<file path="src/lcd_pkg.sv">
// Types and constants shared by the line crossing detector.
// Holds the register map, the configuration and state records, and reset values.
`timescale 1ns / 1ps

package lcd_pkg;

   localparam int LEVEL_W = 7;
   localparam int TICK_W  = 8;
   localparam int COUNT_W = 3;
   localparam int LIFE_W  = 5;
   localparam int INDEX_W = 3;
   localparam int CSR_W   = 8;

   localparam logic [LEVEL_W-1:0] PEAK_FLOOR     = 7'd0;
   localparam logic [LEVEL_W-1:0] TROUGH_CEILING = 7'd100;
   localparam logic [TICK_W-1:0]  TICK_MAX       = 8'd255;
   localparam logic [COUNT_W-1:0] COUNT_MAX      = 3'd7;

   localparam logic [LEVEL_W-1:0] FLAT_SPAN_RST  = 7'd5;
   localparam logic [LEVEL_W-1:0] DARK_LIMIT_RST = 7'd7;
   localparam logic [LEVEL_W-1:0] GRAY_LOW_RST   = 7'd6;
   localparam logic [LEVEL_W-1:0] GRAY_HIGH_RST  = 7'd50;
   localparam logic [TICK_W-1:0]  SETTLE_RST     = 8'd80;
   localparam logic [COUNT_W-1:0] TARGET_RST     = 3'd2;
   localparam logic [LIFE_W-1:0]  RELOAD_RST     = 5'd20;

   typedef enum logic [INDEX_W-1:0] {
      REG_FLAT_SPAN        = 3'd0,
      REG_DARK_LIMIT       = 3'd1,
      REG_GRAY_LOW         = 3'd2,
      REG_GRAY_HIGH        = 3'd3,
      REG_SETTLE_TICKS     = 3'd4,
      REG_TARGET_CROSSINGS = 3'd5,
      REG_LIVENESS_RELOAD  = 3'd6
   } reg_index_type;

   typedef enum logic {
      CMD_TICK    = 1'b0,
      CMD_RESTART = 1'b1
   } command_type;

   typedef struct packed {
      logic [LEVEL_W-1:0] flat_span;
      logic [LEVEL_W-1:0] dark_limit;
      logic [LEVEL_W-1:0] gray_low;
      logic [LEVEL_W-1:0] gray_high;
      logic [TICK_W-1:0]  settle_ticks;
      logic [COUNT_W-1:0] target_crossings;
      logic [LIFE_W-1:0]  liveness_reload;
   } cfg_type;

   typedef struct packed {
      logic [LEVEL_W-1:0] peak_level;
      logic [LEVEL_W-1:0] trough_level;
      logic [LIFE_W-1:0]  peak_life;
      logic [LIFE_W-1:0]  trough_life;
      logic [TICK_W-1:0]  elapsed_ticks;
      logic               online_flag;
      logic [COUNT_W-1:0] crossing_count;
   } state_type;

   typedef struct packed {
      logic               done_res;
      logic [COUNT_W-1:0] crossings;
      logic               on_line;
   } result_type;

endpackage

</file>
<file path="src/lcd_step.sv">
// Next-state and result logic for one brightness transaction.
// Purely combinational; uses lcd_pkg for the state, configuration and result records.
`timescale 1ns / 1ps

module lcd_step (
   input  lcd_pkg::cfg_type                  cfg,
   input  lcd_pkg::state_type                state,
   input  logic                              command,
   input  logic [lcd_pkg::LEVEL_W-1:0]       brightness,
   output lcd_pkg::state_type                state_next,
   output lcd_pkg::result_type               result
);

   lcd_pkg::state_type s;
   logic [lcd_pkg::LEVEL_W-1:0] span;
   logic flat;
   logic hit;
   logic gray;
   logic done;

   always_comb begin
      s    = state;
      span = '0;
      flat = 1'b0;
      hit  = 1'b0;
      gray = 1'b0;
      done = 1'b0;

      if (command == lcd_pkg::CMD_RESTART) begin
         s.peak_level     = lcd_pkg::PEAK_FLOOR;
         s.trough_level   = lcd_pkg::TROUGH_CEILING;
         s.peak_life      = cfg.liveness_reload;
         s.trough_life    = cfg.liveness_reload;
         s.elapsed_ticks  = '0;
         s.online_flag    = 1'b0;
         s.crossing_count = '0;
      end else begin
         if (s.elapsed_ticks != lcd_pkg::TICK_MAX) begin
            s.elapsed_ticks = s.elapsed_ticks + 1'b1;
         end

         // a new peak wins over a new trough
         if (brightness > s.peak_level) begin
            s.peak_level = brightness;
            s.peak_life  = cfg.liveness_reload;
         end else if (brightness < s.trough_level) begin
            s.trough_level = brightness;
            s.trough_life  = cfg.liveness_reload;
         end

         span = s.peak_level - s.trough_level;
         flat = (s.peak_level >= s.trough_level) && (span <= cfg.flat_span);
         hit  = flat && (s.peak_level < cfg.dark_limit) && !s.online_flag &&
                (s.elapsed_ticks > cfg.settle_ticks);

         if (hit) begin
            s.online_flag = 1'b1;
            if (s.crossing_count != lcd_pkg::COUNT_MAX) begin
               s.crossing_count = s.crossing_count + 1'b1;
            end
            s.peak_level   = lcd_pkg::PEAK_FLOOR;
            s.trough_level = lcd_pkg::TROUGH_CEILING;
         end

         gray = (s.trough_level > cfg.gray_low) && (s.trough_level < cfg.gray_high);
         done = gray && (s.crossing_count >= cfg.target_crossings);

         if (gray && !done) begin
            s.online_flag = 1'b0;
         end

         // lifetimes freeze on a done tick
         if (!done) begin
            if (s.peak_life != '0) begin
               s.peak_life = s.peak_life - 1'b1;
            end
            if (s.trough_life != '0) begin
               s.trough_life = s.trough_life - 1'b1;
            end
            if (s.peak_life == '0) begin
               s.peak_level = lcd_pkg::PEAK_FLOOR;
            end
            if (s.trough_life == '0) begin
               s.trough_level = lcd_pkg::TROUGH_CEILING;
            end
         end
      end

      state_next       = s;
      result.done_res  = done;
      result.crossings = s.crossing_count;
      result.on_line   = s.online_flag;
   end

endmodule

</file>
<file path="src/line_crossing_detector.sv">
// Line crossing detector top level: stream ports, register file, state and result registers.
// Depends on lcd_pkg and lcd_step.
`timescale 1ns / 1ps

// One transaction on req_ is one brightness sample tick or a restart command; each yields
// exactly one transaction on rsp_. A new sample is taken every cycle while the output side
// keeps up; each sample crosses only the input register, then the state and result register,
// since the whole peak, trough and crossing update is one combinational pass over the stored
// state. Registers are written on the csr_ channel, which is always ready, and should only be
// written while no transaction is in flight.
module line_crossing_detector (
   input  logic                         clock,
   input  logic                         reset,
   input  logic                         req_tvalid,
   output logic                         req_tready,
   input  logic [7:0]                   req_tdata,   // [6:0] brightness, [7] zero
   input  logic                         req_tuser,   // [0] command
   output logic                         rsp_tvalid,
   input  logic                         rsp_tready,
   output logic [7:0]                   rsp_tdata,   // [0] done_res, [3:1] crossings,
                                                     // [4] on_line, [7:5] zero
   input  logic                         csr_valid,
   output logic                         csr_ready,
   input  logic [lcd_pkg::INDEX_W-1:0]  csr_index,
   input  logic [lcd_pkg::CSR_W-1:0]    csr_data
);

   lcd_pkg::cfg_type    cfg_ff;
   lcd_pkg::state_type  state_ff, state_in;
   lcd_pkg::result_type result_ff, result_in;
   logic                in_valid_ff;
   logic                in_command_ff;
   logic [lcd_pkg::LEVEL_W-1:0] in_brightness_ff;
   logic                out_valid_ff;
   logic                advance;

   assign csr_ready  = 1'b1;
   // advance when the input register holds an item and the result register is empty or being drained
   assign advance    = in_valid_ff && (!out_valid_ff || rsp_tready);
   assign req_tready = !in_valid_ff || advance;

   always_ff @(posedge clock) begin
      if (reset) begin
         cfg_ff.flat_span        <= lcd_pkg::FLAT_SPAN_RST;
         cfg_ff.dark_limit       <= lcd_pkg::DARK_LIMIT_RST;
         cfg_ff.gray_low         <= lcd_pkg::GRAY_LOW_RST;
         cfg_ff.gray_high        <= lcd_pkg::GRAY_HIGH_RST;
         cfg_ff.settle_ticks     <= lcd_pkg::SETTLE_RST;
         cfg_ff.target_crossings <= lcd_pkg::TARGET_RST;
         cfg_ff.liveness_reload  <= lcd_pkg::RELOAD_RST;
      end else if (csr_valid && csr_ready) begin
         unique case (lcd_pkg::reg_index_type'(csr_index))
            lcd_pkg::REG_FLAT_SPAN:        cfg_ff.flat_span  <= csr_data[lcd_pkg::LEVEL_W-1:0];
            lcd_pkg::REG_DARK_LIMIT:       cfg_ff.dark_limit <= csr_data[lcd_pkg::LEVEL_W-1:0];
            lcd_pkg::REG_GRAY_LOW:         cfg_ff.gray_low   <= csr_data[lcd_pkg::LEVEL_W-1:0];
            lcd_pkg::REG_GRAY_HIGH:        cfg_ff.gray_high  <= csr_data[lcd_pkg::LEVEL_W-1:0];
            lcd_pkg::REG_SETTLE_TICKS:     cfg_ff.settle_ticks <= csr_data;
            lcd_pkg::REG_TARGET_CROSSINGS: begin
               cfg_ff.target_crossings <= csr_data[lcd_pkg::COUNT_W-1:0];
            end
            lcd_pkg::REG_LIVENESS_RELOAD:  begin
               cfg_ff.liveness_reload <= csr_data[lcd_pkg::LIFE_W-1:0];
            end
            default: ;
         endcase
      end
   end

   always_ff @(posedge clock) begin
      if (reset) begin
         in_valid_ff <= 1'b0;
      end else if (req_tready) begin
         in_valid_ff <= req_tvalid;
      end
   end

   always_ff @(posedge clock) begin
      if (req_tvalid && req_tready) begin
         in_command_ff    <= req_tuser;
         in_brightness_ff <= req_tdata[lcd_pkg::LEVEL_W-1:0];
      end
   end

   lcd_step u_step (
      .cfg        (cfg_ff),
      .state      (state_ff),
      .command    (in_command_ff),
      .brightness (in_brightness_ff),
      .state_next (state_in),
      .result     (result_in)
   );

   always_ff @(posedge clock) begin
      if (reset) begin
         state_ff.peak_level     <= lcd_pkg::PEAK_FLOOR;
         state_ff.trough_level   <= lcd_pkg::TROUGH_CEILING;
         state_ff.peak_life      <= lcd_pkg::RELOAD_RST;
         state_ff.trough_life    <= lcd_pkg::RELOAD_RST;
         state_ff.elapsed_ticks  <= '0;
         state_ff.online_flag    <= 1'b0;
         state_ff.crossing_count <= '0;
      end else if (advance) begin
         state_ff <= state_in;
      end
   end

   always_ff @(posedge clock) begin
      if (reset) begin
         out_valid_ff <= 1'b0;
      end else if (advance) begin
         out_valid_ff <= 1'b1;
      end else if (rsp_tready) begin
         out_valid_ff <= 1'b0;
      end
   end

   always_ff @(posedge clock) begin
      if (advance) begin
         result_ff <= result_in;
      end
   end

   assign rsp_tvalid = out_valid_ff;
   assign rsp_tdata  = {3'b000, result_ff.on_line, result_ff.crossings, result_ff.done_res};

   // count only moves up between restarts
   a_count_monotonic: assert property (@(posedge clock) disable iff (reset)
      (advance && in_command_ff == lcd_pkg::CMD_TICK) |=>
      state_ff.crossing_count >= $past(state_ff.crossing_count))
      else $error("crossing count decreased on a sample tick");

   a_ticks_monotonic: assert property (@(posedge clock) disable iff (reset)
      (advance && in_command_ff == lcd_pkg::CMD_TICK) |=>
      state_ff.elapsed_ticks >= $past(state_ff.elapsed_ticks))
      else $error("elapsed ticks decreased on a sample tick");

   a_restart_clears: assert property (@(posedge clock) disable iff (reset)
      (advance && in_command_ff == lcd_pkg::CMD_RESTART) |=>
      (state_ff.elapsed_ticks == '0 && state_ff.crossing_count == '0 &&
       !state_ff.online_flag && rsp_tvalid && rsp_tdata == 8'd0))
      else $error("restart did not clear state and result");

   a_done_has_count: assert property (@(posedge clock) disable iff (reset)
      (rsp_tvalid && result_ff.done_res) |->
      result_ff.crossings >= cfg_ff.target_crossings)
      else $error("done reported below target count");

   a_result_matches_state: assert property (@(posedge clock) disable iff (reset)
      advance |=> (result_ff.crossings == state_ff.crossing_count &&
                   result_ff.on_line == state_ff.online_flag))
      else $error("result register out of step with state");

endmodule

</file>
<file path="config.mk">
export PLATFORM = sky130hd
export DESIGN_NAME = line_crossing_detector
export DESIGN_NICKNAME = d
export VERILOG_FILES = /design/src/lcd_pkg.sv /design/src/lcd_step.sv /design/src/line_crossing_detector.sv
export SDC_FILE = /design/constraint.sdc
export NUM_CORES = 1
export LEC_CHECK = 0
export BUFFER_PORTS_ARGS = -buffer_cell sky130_fd_sc_hd__buf_2
export CORE_ASPECT_RATIO = 1.1
export CORE_MARGIN = 1.5
export CORE_UTILIZATION = 55
export CTS_CLUSTER_DIAMETER = 150
export DETAILED_ROUTE_END_ITERATION = 8
export PLACE_DENSITY = 0.76
export SETUP_SLACK_MARGIN = 0.3
export SLEW_MARGIN = 20
export SYNTH_ARGS = -nofsm -noshare
export SYNTH_HDL_FRONTEND = slang
export SYNTH_SLANG_ARGS = --single-unit
export TNS_END_PERCENT = 30
</file>
<file path="constraint.sdc">
create_clock -name clock -period 10.1 [get_ports clock]
set_input_delay 0.505 -clock clock [delete_from_list [all_inputs] [get_ports clock]]
set_output_delay 0.505 -clock clock [all_outputs]
set_load 0.01 [all_outputs]
</file>
==> impl_metrics.csv <==
group,metric,value,unit
routing,first_pass_iters,8,
power,swShare,0.298,
clock_tree,cts_buffers,9,
clock_tree,clock_sinks,95,
critical_path,required,10.33,ns
clock_tree,cts-root-buf,"clkbuf_16",
finish,regArea,0.00203,mm²
timing,tightest_slew,1.05,ns
timing,hold_viol,0,
synthesis,avgSynthCellArea,8.44,µm²
min_path,hp-class,"input port to flop",
timing,final.setup.worst_slack,1.76,ns
synthesis,ys_types,73,
critical_path,crit_slowest_cell,"o32a_1",
floorplanning,die_y,113,µm
synthesis,synthFlopType,"dfxtp_1",
critical_path,cp-start-kind,"flop",
floorplanning,dieArea,0.0116,mm²
synthesis,synth-seq-area-share,0.337,
grt,grt_use_met1,0.319,
clock_tree,postCtsHoldBufs,0,
power,peakVddDrop,0.122,mV
placed_design,io_buffers,30,
critical_path,cp.arrival,8.57,ns
min_path,hold_depth,1,
finish,fillers,921,
synthesis,syn_inst,715,
clock_tree,cts_setup_buffers,0,
floorplanning,start_util,0.573,
synthesis,ys_ff_latch,95,
synthesis,synth_edf_count,13,
floorplanning,io_pins,36,
finish,drive_gt1_frac,0.0878,
power,pwr-share-clk,0.373,
routing,drc,0,
power,comb_power_share,0.215,
synthesis,synth_area,0.00604,mm²
min_path,whs_endpoint,"in_brightness_ff[0]$_DFFE_PP_",
timing,fmax,120,MHz
grt,grt_usage,0.261,
grt,overflow,0,
grt,grt_max_degree,57,
floorplanning,coreArea,0.0105,mm²
run,drv_cap,0,
placed_design,gp_congestion,0.966,
routing,drt_iter0_drc,314,
clock_tree,htree_num_levels,3,
critical_path,crit_type,"flop to flop",
grt,grt_pass1_wl,23800,µm
power,internal_power,688,µW
finish,multi_input_area,0.00368,mm²
timing,rsz0062_at_grt,"false",
critical_path,reg2regPathDepth,30,
critical_path,r2r-end,"state_ff[31]$_SDFFE_PP0P_",
critical_path,path_max_fanout,9,
power,seq_power_share,0.412,
routing,wirelength,14700,µm
finish,layout.nets,822,
run_status,status,"finished, final reports clean",
critical_path,startpoint,"in_brightness_ff[4]$_DFFE_PP_",
critical_path,rrSetupSlack,1.76,ns
power,power.density,148,mW/mm²
clock_tree,clk_latency,0.35,ns
routing,ant_nets,0,
routing,vias,5329,
grt,busiest_layer,"met2",
critical_path,r2r_start,"in_brightness_ff[4]$_DFFE_PP_",
power,power_leakage,2.91,nW
finish,area_delta_synth_final,9.47,%
clock_tree,cts_tree,"built",
clock_tree,clk_pin_slew,0.07,ns
timing,slew_headroom,0.298,
routing,wl_per_cell,16.7,µm
critical_path,critPathMaxStageDelay,0.52,ns
synthesis,ys_async_sr_fraction,0,
timing,finClkSkew,0.00848,ns
synthesis,yosys_warnings,0,
clock_tree,cts_buffer_depth,2,
floorplanning,rows,39,
grt,use_met2,0.458,
clock_tree,cts-resized-gates,0,
timing,setup_tns,0,ns
finish,diodes,0,
power,switchingPower,292,µW
grt,grt_pass1_vias,5059,
finish,final_cell_mix,"dfxtp_1, nand2_1, nor2_1, ha_1, a21oi_1",
floorplanning,die_w,103,µm
critical_path,cpMostUsedCell,"ha_1",
timing,drv_slew,0,
timing,period_share,0.826,
routing,viasPerCell,6.04,
timing,min_period,8.34,ns
finish,layout_commonest_cell,"dfxtp_1",
placed_design,place_hpwl,10900,µm
grt,met3_usage,0.0253,
critical_path,crit_path_end_kind,"flop",
min_path,min_from,"req_tdata[0]",
grt,antenna_found_initial,0,
timing,setup_viol_count_final,0,
placed_design,dpl_worst_slack,2.06,ns
==> critical path: cells and delay by family, from the launching register on <==
family          cells  cell delay, ns
buf+inv             1            0.07
simple gates        6            1.56
flops               1            0.49
fa+ha+maj           5            1.61
xor+xnor            1            0.18
compound gates     17            4.32
==> power by group through the flow <==
stage / combinational (mW) / sequential, mW / clock [mW]
after floorplan: 0.155 / 0.409 / 0
after global placement: 0.197 / 0.411 / 0
after detailed placement: 0.206 / 0.412 / 0
after CTS: 0.209 / 0.403 / 0.367
after global routing: 0.235 / 0.404 / 0.383
final: 0.211 / 0.403 / 0.366
==> through the flow <==
| step | total power, mW | cells | util | cell area [µm²] | hold WS (ns) |
|---|---|---|---|---|---|
| 6_report | 0.980 | 883 | 0.627 | 6610 | 0.329 |
| 5_1_grt | 1.02 | 883 | 0.627 | 6610 | 0.325 |
| 4_1_cts | 0.979 | 883 | 0.627 | 6610 | 0.328 |
| 3_5_place_dp | 0.618 | 867 | 0.596 | 6280 | 0.452 |
| 3_3_place_gp | 0.608 | 867 | 0.596 | 6280 | 0.444 |
| 2_1_floorplan | 0.564 | 717 | - | 6040 | 0.436 |
==> sequential cells by signal (all words and copies together), names as in the netlist <==
signal,count
cfg_ff,44
in_command_ff,1
rsp_tvalid,1
in_valid_ff,1
rsp_tdata,5
in_brightness_ff,7
state_ff,36
==> logic make-up (layout without fill, tap and decap cells) <==
family          count (synthesis)  count (layout)  share of synthesized area
compound gates                183             183                      0.209
simple gates                  229             229                      0.172
flops                          95              95                      0.337
other cells                     2               4                    0.00124
fa+ha+maj                      62              62                      0.130
mux                            43              43                     0.0727
buf+inv                        85             108                     0.0555
xor+xnor                       16              16                     0.0232
==> metal layers <==
| metal | part of all wire | vias to the layer above |
|---|---|---|
| li1 | - | 2579 |
| met1 | 0.41 | 2509 |
| met2 | 0.50 | 194 |
| met3 | 0.051 | 47 |
| met4 | 0.039 | 0 |
| met5 | 0 | - |
==> worst max path at each step <==
stage                                      to  cells after the start
finish              state_ff[31]$_SDFFE_PP0P_                     30
floorplan           state_ff[30]$_SDFFE_PP0P_                     32
global placement    state_ff[34]$_SDFFE_PP0P_                     30
global route        state_ff[31]$_SDFFE_PP0P_                     32
CTS                 state_ff[31]$_SDFFE_PP0P_                     30
detailed placement  state_ff[31]$_SDFFE_PP0P_                     30
==> synth_stat cells (all sizes together), types with 3 or more instances <==
master / number / share of area
a211oi: 5 / 0.0091
a21boi: 3 / 0.0044
a21o: 14 / 0.017
a21oi: 61 / 0.051
a22o: 11 / 0.016
a22oi: 11 / 0.014
a31oi: 4 / 0.0066
a41oi: 3 / 0.0044
and2: 6 / 0.0062
and3: 6 / 0.0062
buf: 7 / 0.0070
clkbuf: 19 / 0.012
dfxtp: 82 / 0.27
edfxtp: 13 / 0.065
ha: 61 / 0.13
inv: 57 / 0.035
mux2: 7 / 0.013
mux2i: 36 / 0.060
nand2: 77 / 0.048
nand3: 20 / 0.017
nand4: 9 / 0.0093
nor2: 76 / 0.048
nor2b: 9 / 0.0093
nor3: 8 / 0.0066
o211a: 3 / 0.0050
o211ai: 9 / 0.011
o21a: 4 / 0.0050
o21ai: 25 / 0.021
o22ai: 3 / 0.0031
o31a: 7 / 0.010
o31ai: 4 / 0.0050
or2: 3 / 0.0031
or3: 4 / 0.0041
or4: 3 / 0.0037
xnor2: 10 / 0.015
xor2: 6 / 0.0087
==> cell type report <==
| class | count | area share |
|---|---|---|
| Multi-Input combinational cell | 537 | 0.556 |
| Sequential cell | 95 | 0.307 |
| Clock buffer | 10 | 0.0379 |
| Inverter | 59 | 0.0335 |
| Tap cell | 143 | 0.0271 |
| Timing Repair Buffer | 33 | 0.0261 |
| Clock inverter | 6 | 0.0115 |
No activity file was read; power rests on OpenSTA's default activity.
